===== src/hw/rtl/rrsg_pkg.sv =====
// ----------------------------------------------------------------------------
// rrsg_pkg
// shared widths, fill select codes and controller/datapath interface types
// ----------------------------------------------------------------------------
package rrsg_pkg;

  localparam int MAX_RADIUS    = 8;
  localparam int SCREEN_EXTENT = 4096;

  localparam int IN_W    = $clog2(SCREEN_EXTENT);
  localparam int COORD_W = IN_W + 1;
  localparam int SIZE_W  = IN_W;
  localparam int RAD_W   = 4;
  localparam int STEP_W  = RAD_W + 2;
  localparam int DEC_W   = RAD_W + 4;

  // which fill the datapath presents to the output register
  localparam logic [2:0] FILL_PLAIN  = 3'd0;
  localparam logic [2:0] FILL_HBAND  = 3'd1;
  localparam logic [2:0] FILL_VBAND  = 3'd2;
  localparam logic [2:0] FILL_SPAN_A = 3'd3;
  localparam logic [2:0] FILL_SPAN_B = 3'd4;

  typedef struct packed {
    logic       load;
    logic       init_corner;
    logic       corner_first;
    logic       step;
    logic       out_load;
    logic [2:0] fill_sel;
    logic       last;
  } rrsg_cmd_t;

  typedef struct packed {
    logic out_free;
    logic radius_zero;
    logic last_step;
    logic last_corner;
  } rrsg_status_t;

endpackage


===== src/hw/rtl/rrsg_ctrl.sv =====
// ----------------------------------------------------------------------------
// rrsg_ctrl
// sequencer: plain fill, or two bands then four midpoint-traced corners
// ----------------------------------------------------------------------------
module rrsg_ctrl
  import rrsg_pkg::*;
(
  input  logic         clk,
  input  logic         rst,
  input  logic         in_valid,
  output logic         in_stall,
  input  rrsg_status_t status,
  output rrsg_cmd_t    cmd
);

  localparam logic [2:0] ST_IDLE   = 3'd0;
  localparam logic [2:0] ST_PLAIN  = 3'd1;
  localparam logic [2:0] ST_HBAND  = 3'd2;
  localparam logic [2:0] ST_VBAND  = 3'd3;
  localparam logic [2:0] ST_SPAN_A = 3'd4;
  localparam logic [2:0] ST_SPAN_B = 3'd5;

  logic [2:0] state;
  logic [2:0] state_next;

  assign in_stall = (state != ST_IDLE);

  always_comb begin
    state_next       = state;
    cmd              = '0;
    cmd.fill_sel     = FILL_PLAIN;
    unique case (state)
      ST_IDLE: begin
        if (in_valid) begin
          cmd.load   = 1'b1;
          state_next = status.radius_zero ? ST_PLAIN : ST_HBAND;
        end
      end
      ST_PLAIN: begin
        if (status.out_free) begin
          cmd.out_load = 1'b1;
          cmd.fill_sel = FILL_PLAIN;
          cmd.last     = 1'b1;
          state_next   = ST_IDLE;
        end
      end
      ST_HBAND: begin
        if (status.out_free) begin
          cmd.out_load = 1'b1;
          cmd.fill_sel = FILL_HBAND;
          state_next   = ST_VBAND;
        end
      end
      ST_VBAND: begin
        if (status.out_free) begin
          cmd.out_load     = 1'b1;
          cmd.fill_sel     = FILL_VBAND;
          cmd.init_corner  = 1'b1;
          cmd.corner_first = 1'b1;
          state_next       = ST_SPAN_A;
        end
      end
      ST_SPAN_A: begin
        if (status.out_free) begin
          cmd.out_load = 1'b1;
          cmd.fill_sel = FILL_SPAN_A;
          state_next   = ST_SPAN_B;
        end
      end
      ST_SPAN_B: begin
        if (status.out_free) begin
          cmd.out_load = 1'b1;
          cmd.fill_sel = FILL_SPAN_B;
          cmd.step     = 1'b1;
          state_next   = ST_SPAN_A;
          if (status.last_step) begin
            if (status.last_corner) begin
              cmd.last   = 1'b1;
              state_next = ST_IDLE;
            end else begin
              cmd.init_corner = 1'b1;
            end
          end
        end
      end
      default: begin
        state_next = ST_IDLE;
      end
    endcase
  end

  always_ff @(posedge clk) begin
    if (rst) begin
      state <= ST_IDLE;
    end else begin
      state <= state_next;
    end
  end

endmodule


===== src/hw/rtl/rrsg_datapath.sv =====
// ----------------------------------------------------------------------------
// rrsg_datapath
// rectangle registers, radius clamp, midpoint stepper and output register
// ----------------------------------------------------------------------------
module rrsg_datapath
  import rrsg_pkg::*;
(
  input  logic                clk,
  input  logic                rst,
  input  rrsg_cmd_t           cmd,
  output rrsg_status_t        status,
  input  logic [IN_W-1:0]     rect_x,
  input  logic [IN_W-1:0]     rect_y,
  input  logic [IN_W-1:0]     rect_width,
  input  logic [IN_W-1:0]     rect_height,
  input  logic [RAD_W-1:0]    corner_radius,
  output logic                out_valid,
  input  logic                out_stall,
  output logic [COORD_W-1:0]  fill_x,
  output logic [COORD_W-1:0]  fill_y,
  output logic [SIZE_W-1:0]   fill_width,
  output logic [SIZE_W-1:0]   fill_height,
  output logic                last_of_run
);

  logic [IN_W-1:0]  x;
  logic [IN_W-1:0]  y;
  logic [IN_W-1:0]  w;
  logic [IN_W-1:0]  h;
  logic [RAD_W-1:0] r;

  logic signed [STEP_W-1:0] px;
  logic signed [STEP_W-1:0] py;
  logic signed [DEC_W-1:0]  d;
  logic [1:0]               corner;

  // radius clamp at load
  logic [RAD_W-1:0] r_sat;
  logic [RAD_W-1:0] r_wclamp;
  logic [RAD_W-1:0] r_clamp;
  logic [IN_W-1:0]  half_w;
  logic [IN_W-1:0]  half_h;

  assign half_w = rect_width >> 1;
  assign half_h = rect_height >> 1;

  always_comb begin
    r_sat    = (corner_radius > RAD_W'(MAX_RADIUS)) ? RAD_W'(MAX_RADIUS) : corner_radius;
    r_wclamp = (IN_W'(r_sat) > half_w) ? RAD_W'(half_w) : r_sat;
    r_clamp  = (IN_W'(r_wclamp) > half_h) ? RAD_W'(half_h) : r_wclamp;
  end

  // midpoint step
  logic signed [STEP_W-1:0] px_next;
  logic signed [STEP_W-1:0] py_next;
  logic signed [DEC_W-1:0]  d_next;
  logic signed [DEC_W-1:0]  px_ext;
  logic signed [DEC_W-1:0]  diff_ext;

  always_comb begin
    px_next  = px + STEP_W'(1);
    py_next  = d[DEC_W-1] ? py : (py - STEP_W'(1));
    px_ext   = {{(DEC_W-STEP_W){px_next[STEP_W-1]}}, px_next};
    diff_ext = px_ext - {{(DEC_W-STEP_W){py_next[STEP_W-1]}}, py_next};
    if (d[DEC_W-1]) begin
      d_next = d + (px_ext <<< 1) + DEC_W'(1);
    end else begin
      d_next = d + (diff_ext <<< 1) + DEC_W'(1);
    end
  end

  // corner centre
  logic                left_side;
  logic                up;
  logic [COORD_W-1:0]  x13;
  logic [COORD_W-1:0]  y13;
  logic [COORD_W-1:0]  r13;
  logic [COORD_W-1:0]  cx;
  logic [COORD_W-1:0]  cy;
  logic [COORD_W-1:0]  px13;
  logic [COORD_W-1:0]  py13;

  assign left_side = ~corner[0];
  assign up        = ~corner[1];
  assign x13       = COORD_W'(x);
  assign y13       = COORD_W'(y);
  assign r13       = COORD_W'(r);
  assign px13      = COORD_W'(px[RAD_W-1:0]);
  assign py13      = COORD_W'(py[RAD_W-1:0]);

  always_comb begin
    cx = left_side ? (x13 + r13) : (x13 + COORD_W'(w) - r13 - COORD_W'(1));
    cy = up ? (y13 + r13) : (y13 + COORD_W'(h) - r13 - COORD_W'(1));
  end

  // fill selection
  logic [COORD_W-1:0] sel_x;
  logic [COORD_W-1:0] sel_y;
  logic [SIZE_W-1:0]  sel_w;
  logic [SIZE_W-1:0]  sel_h;
  logic [SIZE_W-1:0]  r2;

  assign r2 = SIZE_W'(r) << 1;

  always_comb begin
    case (cmd.fill_sel)
      FILL_HBAND: begin
        sel_x = x13 + r13;
        sel_y = y13;
        sel_w = w - r2;
        sel_h = h;
      end
      FILL_VBAND: begin
        sel_x = x13;
        sel_y = y13 + r13;
        sel_w = w;
        sel_h = h - r2;
      end
      FILL_SPAN_A: begin
        sel_x = left_side ? (cx - py13) : cx;
        sel_y = up ? (cy - px13) : (cy + px13);
        sel_w = SIZE_W'(py[RAD_W-1:0]) + SIZE_W'(1);
        sel_h = SIZE_W'(1);
      end
      FILL_SPAN_B: begin
        sel_x = left_side ? (cx - px13) : cx;
        sel_y = up ? (cy - py13) : (cy + py13);
        sel_w = SIZE_W'(px[RAD_W-1:0]) + SIZE_W'(1);
        sel_h = SIZE_W'(1);
      end
      default: begin
        sel_x = x13;
        sel_y = y13;
        sel_w = w;
        sel_h = h;
      end
    endcase
  end

  always_ff @(posedge clk) begin
    if (cmd.load) begin
      x <= rect_x;
      y <= rect_y;
      w <= rect_width;
      h <= rect_height;
      r <= r_clamp;
    end
    if (cmd.init_corner) begin
      px     <= '0;
      py     <= STEP_W'(r);
      d      <= DEC_W'(1) - DEC_W'(r);
      corner <= cmd.corner_first ? 2'd0 : (corner + 2'd1);
    end else if (cmd.step) begin
      px <= px_next;
      py <= py_next;
      d  <= d_next;
    end
    if (cmd.out_load) begin
      fill_x      <= sel_x;
      fill_y      <= sel_y;
      fill_width  <= sel_w;
      fill_height <= sel_h;
      last_of_run <= cmd.last;
    end
  end

  always_ff @(posedge clk) begin
    if (rst) begin
      out_valid <= 1'b0;
    end else if (cmd.out_load) begin
      out_valid <= 1'b1;
    end else if (!out_stall) begin
      out_valid <= 1'b0;
    end
  end

  assign status.out_free    = ~out_valid | ~out_stall;
  assign status.radius_zero = (corner_radius == '0);
  assign status.last_step   = (px_next > py_next);
  assign status.last_corner = (corner == 2'd3);

endmodule


===== src/hw/rtl/rounded_rect_span_generator_unit.sv =====
// ----------------------------------------------------------------------------
// rounded_rect_span_generator_unit
// turns one rectangle and corner radius into the fills of a rounded rectangle
// ----------------------------------------------------------------------------
//
//  channel  direction  handshake            payload
//  -------  ---------  -------------------  -----------------------------------
//  in       sink       in_valid / in_stall  rect_x, rect_y, rect_width,
//                                           rect_height, corner_radius
//  out      source     out_valid/out_stall  fill_x, fill_y, fill_width,
//                                           fill_height, last_of_run
//
// a transaction is taken in the idle state, then one fill per cycle while the output
// register is free: 1 fill at radius zero, otherwise 2 bands plus 8 spans per midpoint
// step, 50 fills at radius 8; the controller sequencer emits the fills
// in_stall is low only while the sequencer is idle and stays high until the last fill
// is loaded into the output register; the next rectangle can enter while that fill waits
// out_stall holds the output register and freezes the sequencer in place
// rst is synchronous and clears the sequencer state and the output valid flag
//
module rounded_rect_span_generator_unit
  import rrsg_pkg::*;
(
  input  logic                clk,
  input  logic                rst,
  // input transaction
  input  logic                in_valid,
  output logic                in_stall,
  input  logic [IN_W-1:0]     rect_x,
  input  logic [IN_W-1:0]     rect_y,
  input  logic [IN_W-1:0]     rect_width,
  input  logic [IN_W-1:0]     rect_height,
  input  logic [RAD_W-1:0]    corner_radius,
  // output transaction
  output logic                out_valid,
  input  logic                out_stall,
  output logic [COORD_W-1:0]  fill_x,
  output logic [COORD_W-1:0]  fill_y,
  output logic [SIZE_W-1:0]   fill_width,
  output logic [SIZE_W-1:0]   fill_height,
  output logic                last_of_run
);

  // commands from the sequencer, status back from the datapath
  rrsg_cmd_t    cmd;
  rrsg_status_t status;

  // sequencer: idle, plain fill, two bands, then span pairs per corner
  rrsg_ctrl u_ctrl (
    .clk      (clk),
    .rst      (rst),
    .in_valid (in_valid),
    .in_stall (in_stall),
    .status   (status),
    .cmd      (cmd)
  );

  // datapath: clamp, corner centres, midpoint stepper, output register
  rrsg_datapath u_datapath (
    .clk           (clk),
    .rst           (rst),
    .cmd           (cmd),
    .status        (status),
    .rect_x        (rect_x),
    .rect_y        (rect_y),
    .rect_width    (rect_width),
    .rect_height   (rect_height),
    .corner_radius (corner_radius),
    .out_valid     (out_valid),
    .out_stall     (out_stall),
    .fill_x        (fill_x),
    .fill_y        (fill_y),
    .fill_width    (fill_width),
    .fill_height   (fill_height),
    .last_of_run   (last_of_run)
  );

endmodule

===== config.mk =====
export PLATFORM = sky130hd
export DESIGN_NAME = rounded_rect_span_generator_unit
export DESIGN_NICKNAME = d
export VERILOG_FILES = /design/src/hw/rtl/rrsg_pkg.sv /design/src/hw/rtl/rrsg_ctrl.sv /design/src/hw/rtl/rrsg_datapath.sv /design/src/hw/rtl/rounded_rect_span_generator_unit.sv
export SDC_FILE = /design/constraint.sdc
export NUM_CORES = 1
export LEC_CHECK = 0
export BUFFER_PORTS_ARGS = -buffer_cell sky130_fd_sc_hd__buf_2
export CAP_MARGIN = 10
export CORE_MARGIN = 10
export CORE_UTILIZATION = 45
export CTS_CLUSTER_SIZE = 25
export DETAILED_ROUTE_END_ITERATION = 10
export SLEW_MARGIN = 20
export SYNTH_ARGS = -nofsm -noshare
export SYNTH_HDL_FRONTEND = slang
export SYNTH_SLANG_ARGS = --single-unit

===== constraint.sdc =====
create_clock -name clk -period 6.4 [get_ports clk]
set_input_delay 1.28 -clock clk [delete_from_list [all_inputs] [get_ports clk]]
set_output_delay 1.28 -clock clk [all_outputs]
set_load 0.01 [all_outputs]

==> results of run 1 <==
-- worst register-to-register path, delay by kind of cell, from the launching register on --
| family | cells | cell delay (ps) |
|---|---|---|
| AOI/OAI and AO/OA | 11 | 1780 |
| adders and majority gates | 4 | 1570 |
| DFF | 1 | 570 |
| xor gates and xnor gates | 3 | 540 |
| and+or+nand+nor | 1 | 160 |
| buffers and inverters | 1 | 40 |
-- layout by cell type (no fill, tap or decap), types with 5 or more instances in the layout --
cell,n
mux2_2,8
a211oi_2,6
a211oi_1,11
o21ai_1,14
nor4_1,10
and3_1,12
o21bai_1,9
a21o_1,26
nor2_1,76
mux2i_1,23
o41ai_1,5
clkbuf_16,17
xnor2_1,63
o21ai_0,63
ha_1,109
edfxtp_1,117
xor2_1,23
fa_1,20
clkinvlp_4,5
dfxtp_1,12
inv_1,140
nand2_1,70
o22ai_1,7
nor3_1,30
o21a_1,12
o221ai_1,10
nand2b_1,17
buf_2,108
nand3_1,40
a31oi_1,12
a21oi_1,59
nand4_1,10
a22oi_1,10
o31ai_1,6
or3_1,7
nor2b_1,15
buf_4,12
-- power groups by stage --
stage	Clock (µW)	Sequential, µW	Combinational [µW]
after floorplan	0	1380	2110
after global placement	0	1360	2780
after detailed placement	0	1370	2810
after CTS	1060	1350	2830
after global routing	1090	1370	3180
final	1040	1350	2840
-- cells by family after synthesis --
group,after synthesis,synth area share
AND/OR/NAND/NOR,306,0.136
AO/OA/AOI/OAI,296,0.185
buffers and inverters,180,0.0746
adder cells (fa/ha/maj),129,0.159
flip-flops,129,0.339
XOR/XNOR,88,0.0710
multiplexers,35,0.0354
-- synth_stat cells (all sizes together) (3+ instances only) --
library cell	n
xnor2	65
clkbuf	28
a2111oi	3
nor3b	3
o311ai	3
nor4	11
nand2b	18
a21o	27
and2	6
o31a	4
fa	20
buf	9
a211oi	18
o211ai	4
o41ai	5
nand3	40
o21ai	79
o21a	12
mux2	10
inv	141
and3	13
a21oi	60
o22ai	8
nand4	10
edfxtp	117
nand2	70
ha	109
xor2	23
a221oi	5
a22oi	10
mux2i	23
a31oi	12
dfxtp	12
nor2	77
or3	7
o221ai	10
nor2b	15
nor3	30
o31ai	7
o21bai	10
-- worst min-delay path by stage --
stage,end
after floorplan,u_datapath.px[5]$_SDFFE_PP0P_
final,u_datapath.py[5]$_SDFFE_PP0P_
after global routing,u_datapath.px[5]$_SDFFE_PP0P_
after CTS,u_datapath.px[5]$_SDFFE_PP0P_
after global placement,u_datapath.px[5]$_SDFFE_PP0P_
after detailed placement,u_datapath.px[5]$_SDFFE_PP0P_
-- metrics by stage --
stage / hold WS [ps] / cells
floorplan: 498 / 1163
global placement: 511 / 1568
detailed placement: 529 / 1568
CTS: 547 / 1599
global route: 583 / 1601
finish: 539 / 1601
-- registers in the layout, indices dropped and copies added, names as in the netlist --
signal and count:
u_datapath.py 6, u_datapath.px 6, u_datapath.fill_width 12, u_datapath.r 4
u_datapath.x 12, u_datapath.y 12, u_datapath.corner 2, u_datapath.fill_y 13
u_datapath.h 12, u_datapath.d 8, u_datapath.fill_height 12, u_datapath.fill_x 13
u_datapath.out_valid 1, u_datapath.w 12, u_ctrl.state 3, u_datapath.last_of_run 1
-- layer usage --
metal / global-route usage / share of wire / up-vias
li1: - / - / 4407
met4: 0.0469 / 0.014 / 0
met3: 0.0361 / 0.057 / 26
met2: 0.284 / 0.44 / 259
met1: 0.275 / 0.49 / 4214
met5: 0 / 0 / -
-- final cells by class --
type,count,area share
multi-input cells,854,0.523
flip-flops and latches,129,0.301
repair buffers,121,0.0518
inverters,141,0.0424
clock buffers,18,0.0344
well taps,324,0.0325
clock inverters,13,0.0150
diodes,1,0.000201
==> parameters.txt, run 1 <==
Parameter                              Value

Die
  Height of the chip ... 177 µm
  Effective utilization at floorplan ... 0.456
  Top Ports ... 109
  Number of placement rows ... 57
  Die area ... 31300 µm²
  Die outline width ... 177 µm
  Area of the core region ... 24200 µm²

Power
  Net switching component of the power ... 2190 µW
  Peak supply drop ... 0.201 mV
  Comb power frac ... 0.543
  Proportion of power drawn by flip-flops and latches ... 0.258
  Power share of the clock group ... 0.200
  Cell Int Power ... 3050 µW
  Share of total power consumed by net switching ... 0.418
  Leak Pwr ... 0.00536 µW
  Pwr Total ... 5240 µW
  Power per cell area ... 420 nW/µm²

Drt
  Antenna Violating Nets Remaining ... 0
  Via density per instance ... 5.56
  Number of detailed-routing iterations run before antenna repair ... 5
  Total via count after detailed routing ... 8906
  Final WL ... 29400 µm
  Drt wl/cell ... 18.4 µm
  Final routed DRC violation total ... 0
  Detailed Route Iter0 Violations ... 659

Critical path
  Worst flop-to-flop path endpoint ... u_datapath.fill_y[12]$_DFFE_PP_
  Levels on crit path ... 20
  Setup CP Type ... reg2reg
  Crit path cell chain ... fa_1 > inv_1 > ha_1 > fa_1 > a21o_1 > a21oi_1 > o21bai_1 > a21oi_1 > o21bai_1 > a21oi_1 > xor2_1 > a21oi_1 > ha_1 > and3_1 > a21oi_1 > o21ai_1 > o41ai_1 > xor2_1 > xnor2_1 > o22ai_1
  Crit path max-delay family ... compound AO/OA/AOI/OAI gates
  Data arrival time of the critical path ... 5090 ps
  CP max stage cell ... fa_1
  Type of destination of the critical path ... register
  Critical path destination ... u_datapath.fill_y[12]$_DFFE_PP_
  Req. time, crit path ... 6570 ps
  Number of buffer and inverter stages on the critical path ... 1
  Crit Reg-Reg Startpoint ... u_datapath.r[1]$_DFFE_PP_
  Largest fanout on the critical path ... 7
  Largest stage delay, worst path ... 590 ps
  Origin of the worst setup path ... u_datapath.r[1]$_DFFE_PP_
  Cell count of the worst reg-to-reg path ... 20
  Internal reg-to-reg setup slack ... 1470 ps
  Most used cell along the critical path ... a21oi_1
  Startpoint Class ... register

Place
  Input/output buffers ... 108
  Final HPWL from detailed placement ... 22700 µm
  Dpl cell area ... 11800 µm²
  Final GP Congestion ... 0.898
  Worst setup slack before clock tree synthesis ... 1420 ps

Final layout
  Layout cell share with drive strength beyond 1 ... 0.149
  Number of nets in the final layout ... 1449
  Design area ... 12500 µm²
  Multi-input combinational cell area ... 6520 µm²
  Final core occ ... 0.514
  Fill count ... 2284
  Layout Area Growth over Synthesis ... 12.7%
  Area occupied by registers ... 3750 µm²

Synth
  Top post-synthesis cells by area ... edfxtp_1, ha_1, xnor2_1, inv_1, fa_1
  Flip-flop and latch count after synthesis ... 129
  Average footprint of a synthesized cell ... 9.52 µm²
  Number of synthesized flops with an enable pin ... 117
  Mapped cell area ... 11100 µm²
  Total number of yosys warnings ... 0
  Sequential element share of the synthesized area ... 0.339
  Most frequently used flop master after synthesis ... edfxtp_1
  Cell accounting for the most synthesized area ... edfxtp_1
  Count of mapped cells out of synthesis ... 1163
  Netlist cell types ... 84
  Net count of the mapped netlist ... 1348
  Fraction of post-synthesis cell area in the top cell type by area ... 0.317
  Post-synthesis async set-or-reset flop share ... 0

Global routing
  Global-route wire length before repair ... 47100 µm
  Total overflow reported by the global router ... 0
  Number of antenna violations at the first check in global routing ... 1
  Number of global-route vias before repair ... 8461
  GRT Util Overall ... 0.190
  Maximum number of pins on one net before global-route repair ... 53

Timing
  Min setup slack post-route ... 1470 ps
  Number of failing setup endpoints in the final timing report ... 0
  Final slew viol count ... 0
  Actual transition at the worst max-transition pin ... 967 ps
  Final worst path period need ... 4930 ps
  Highest attainable clock frequency ... 0.203 GHz
  Post-route setup TNS ... 0 ps
  Unrepaired setup endpoints after global routing ... false
  Final critical-path share of the clock period ... 0.770
  Relative slew slack ... 0.351
  Clock tree skew after final layout ... 12.6 ps
  Final Hold Violating Endpoints ... 0

Worst hold path
  Class of the worst hold path ... reg2reg
  Number of instances on the worst hold path ... 2
  Beginning of the worst hold path ... u_datapath.py[5]$_SDFFE_PP0P_

CTS
  TritonCTS buffer count ... 17
  Number of H-tree branching levels ... 4
  Buffers from clock root to sink, at most ... 2
  Clock insertion delay at the later pin of the skew report ... 430 ps
  Resized Gates After CTS ... 0
  Clk sinks ... 129
  Hold-fix buffers at CTS ... 0
  CTS tree ... yes
  Post-CTS Setup Bufs ... 0
  Clock slew at the register clock pins of the worst setup and hold paths ... 60 ps
  Clk root buf ... clkbuf_16

Job
  Max-cap violations ... 0

Outcome
  Result of the run ... finished clean
Note: power is estimated with default switching activity, not from simulation.
==> inputs of run 2 (changes only) <==
- ABC_AREA: default -> 1
- clock period: 6.4 -> 4.7 ns (I/O delays scaled with it)
==> parameters.txt, run 2 <==
Parameter                              Value

Die
  Top Ports ... 109
  Height of the chip ... 176 µm
  Die outline width ... 176 µm
  Number of placement rows ... 57
  Area of the core region ... 24200 µm²
  Effective utilization at floorplan ... 0.455
  Die area ... 31100 µm²

Job
  Max-cap violations ... 0

Synth
  Mapped cell area ... 11000 µm²
  Count of mapped cells out of synthesis ... 1430
  Netlist cell types ... 52
  Sequential element share of the synthesized area ... 0.342
  Simple-gate area share of the yosys netlist ... 0.245
  Number of synthesized flops with an enable pin ... 117
  Largest family of logic cells by synthesized area ... simple AND/OR/NAND/NOR gates
  Post-synth top cells ... nand2_1, inv_1, edfxtp_1, nand3_1, ha_1
  Top-count cell post-synth ... nand2_1
  Fraction of the mapped netlist area in adder cells ... 0.161
  Average footprint of a synthesized cell ... 7.68 µm²
  Most frequently used flop master after synthesis ... edfxtp_1
  Post-synthesis async set-or-reset flop share ... 0
  Fraction of post-synthesis cell area in the top cell type by area ... 0.320
  Top post-synthesis cells by area ... edfxtp_1, ha_1, nand2_1, inv_1, nand3_1
  Flip-flop and latch count after synthesis ... 129
  Complex-gate fraction of the synthesized area ... 0.125
  XOR/XNOR Fraction of Synth Area ... 0.0279
  Cell accounting for the most synthesized area ... edfxtp_1
  Total number of yosys warnings ... 0
  Mux share of post-synthesis cell area ... 0.00182
  Net count of the mapped netlist ... 1615

Timing
  Final Hold Violating Endpoints ... 0
  Highest attainable clock frequency ... 0.251 GHz
  Unrepaired setup endpoints after global routing ... false
  Clock tree skew after final layout ... 10.5 ps
  Number of failing setup endpoints in the final timing report ... 0
  Post-route setup TNS ... 0 ps
  Final worst path period need ... 3990 ps
  Actual transition at the worst max-transition pin ... 764 ps
  Relative slew slack ... 0.490
  Final critical-path share of the clock period ... 0.849
  Final slew viol count ... 0

Critical path
  Data arrival time of the critical path ... 4170 ps
  CP max stage cell ... fa_1
  Startpoint Class ... register
  Number of buffer and inverter stages on the critical path ... 8
  Internal reg-to-reg setup slack ... 710 ps
  Crit Reg-Reg Startpoint ... u_datapath.r[1]$_DFFE_PP_
  Worst flop-to-flop path endpoint ... u_datapath.fill_x[10]$_DFFE_PP_
  Setup CP Type ... reg2reg
  Largest fanout on the critical path ... 6
  Req. time, crit path ... 4880 ps
  Crit path max-delay family ... adder cells
  Levels on crit path ... 21
  Origin of the worst setup path ... u_datapath.r[1]$_DFFE_PP_
  Largest stage delay, worst path ... 570 ps
  Critical path destination ... u_datapath.fill_x[10]$_DFFE_PP_
  Type of destination of the critical path ... register
  Most used cell along the critical path ... inv_1
  Cell count of the worst reg-to-reg path ... 21
  Crit path cell chain ... inv_1 > fa_1 > ha_1 > inv_1 > fa_1 > inv_1 > nand2_1 > inv_1 > o21ai_0 > o21ai_0 > inv_1 > ha_1 > inv_1 > o31ai_1 > inv_1 > nand3_1 > inv_1 > nand3_1 > nand3_1 > nand3_1 > nand4_1

Final layout
  Most frequent standard cell in the layout excluding fill and tap cells ... nand2_1
  Final std cells w/o fill ... 1885
  Number of nets in the final layout ... 1733
  Registers with the most flip-flops ... u_datapath.fill_x (13), u_datapath.fill_y (13)
  Layout Area Growth over Synthesis ... 13.9%
  Layout cell share with drive strength beyond 1 ... 0.134
  ANT cells ... 0
  Commonest non-fill, non-tap cells in the layout ... nand2_1, inv_1, nand3_1, edfxtp_1, ha_1

CTS
  TritonCTS buffer count ... 17
  Number of H-tree branching levels ... 4
  Hold-fix buffers at CTS ... 0
  Clock insertion delay at the later pin of the skew report ... 430 ps
  Clk root buf ... clkbuf_16
  Clock slew at the register clock pins of the worst setup and hold paths ... 70 ps
  Clk sinks ... 129
  CTS tree ... yes
  Resized Gates After CTS ... 0
  Post-CTS Setup Bufs ... 0
  Buffers from clock root to sink, at most ... 2

Drt
  Drt wl/cell ... 16.4 µm
  Final WL ... 30900 µm
  Via density per instance ... 5.28
  Number of detailed-routing iterations run before antenna repair ... 8
  Total via count after detailed routing ... 9956
  Final routed DRC violation total ... 0
  Antenna Violating Nets Remaining ... 0
  Detailed Route Iter0 Violations ... 717

Global routing
  Number of global-route vias before repair ... 9490
  GRT Util Overall ... 0.200
  Maximum number of pins on one net before global-route repair ... 53
  Total overflow reported by the global router ... 0
  Number of antenna violations at the first check in global routing ... 0
  Global-route wire length before repair ... 49900 µm

Power
  Leak Pwr ... 0.00608 µW
  Net switching component of the power ... 3860 µW
  Comb power frac ... 0.591
  Proportion of power drawn by flip-flops and latches ... 0.250
  Power per cell area ... 645 nW/µm²
  Share of total power consumed by net switching ... 0.477
  Power share of the clock group ... 0.159
  Cell Int Power ... 4220 µW
  Peak supply drop ... 0.282 mV

Place
  Input/output buffers ... 108
  Placed Cells incl. Taps ... 1853
  Final GP Congestion ... 0.918
  Final HPWL from detailed placement ... 24000 µm

Outcome
  Result of the run ... finished clean

Worst hold path
  Class of the worst hold path ... reg2reg
run 2: cell types whose count changed after synthesis, sizes merged, moves of 15 or more:
cell,before,now
nand2b,18,0
nor2b,15,0
a21o,27,2
xnor2,65,9
nor2,77,106
clkbuf,28,12
mux2i,23,2
inv,141,253
nand3,40,118
nand2,70,337
run 2: tightest hold or removal path: stages (launching register included):
cell and delay, ps:
dfxtp_1 310, inv_1 80, a211oi_1 70
run 2: logic make-up (layout without fill, tap and decap cells):
family,count (synthesis),count (layout)
XOR/XNOR,35,35
adder cells (fa/ha/maj),129,129
AND/OR/NAND/NOR,618,618
buffers and inverters,282,413
flip-flops,129,129
multiplexers,2,2
AO/OA/AOI/OAI,235,235
run 2: metrics by stage:
step	utilization	power [µW]	cell area, µm²	setup WS, ps	hold slack (ps)
final	0.518	8080	12500	709	509
after global routing	0.518	8890	12500	300	519
after CTS	0.518	8100	12500	732	507
after detailed placement	0.495	6760	12000	557	495
after global placement	0.495	6730	12000	609	489
after floorplan	-	5470	11000	927	469
run 2: worst min-delay path by stage:
stage	slack, ps	depth (start not counted)	to	start
floorplan	470	2	u_datapath.px[4]$_SDFFE_PP0P_	u_datapath.px[4]$_SDFFE_PP0P_
global placement	490	2	u_datapath.px[4]$_SDFFE_PP0P_	u_datapath.px[4]$_SDFFE_PP0P_
detailed placement	500	2	u_datapath.px[4]$_SDFFE_PP0P_	u_datapath.px[4]$_SDFFE_PP0P_
CTS	510	2	u_datapath.px[4]$_SDFFE_PP0P_	u_datapath.px[4]$_SDFFE_PP0P_
global route	520	2	u_datapath.px[4]$_SDFFE_PP0P_	u_datapath.px[4]$_SDFFE_PP0P_
finish	510	2	u_datapath.px[4]$_SDFFE_PP0P_	u_datapath.px[4]$_SDFFE_PP0P_
run 2: layer usage:
metal / track usage / share of wire / up-vias
met5: 0 / 0 / -
li1: - / - / 5028
met2: 0.320 / 0.46 / 310
met4: 0.0586 / 0.018 / 0
met3: 0.0310 / 0.056 / 36
met1: 0.272 / 0.47 / 4582
run 2: area by class of cell:
class,count,area (µm²)
multi-input combinational,1019,6160
fill,2338,11700
timing repair buffer,127,683
inverter,254,953
clock inverter,15,131
tap,324,405
clock buffer,17,425
sequential,129,3750
run 2: power by group through the flow:
stage	registers (µW)	logic, µW	clock network (µW)
after global placement	2040	4690	0
final	2020	4770	1290
after CTS	2020	4760	1320
after floorplan	2130	3340	0
after global routing	2060	5460	1370
after detailed placement	2040	4720	0
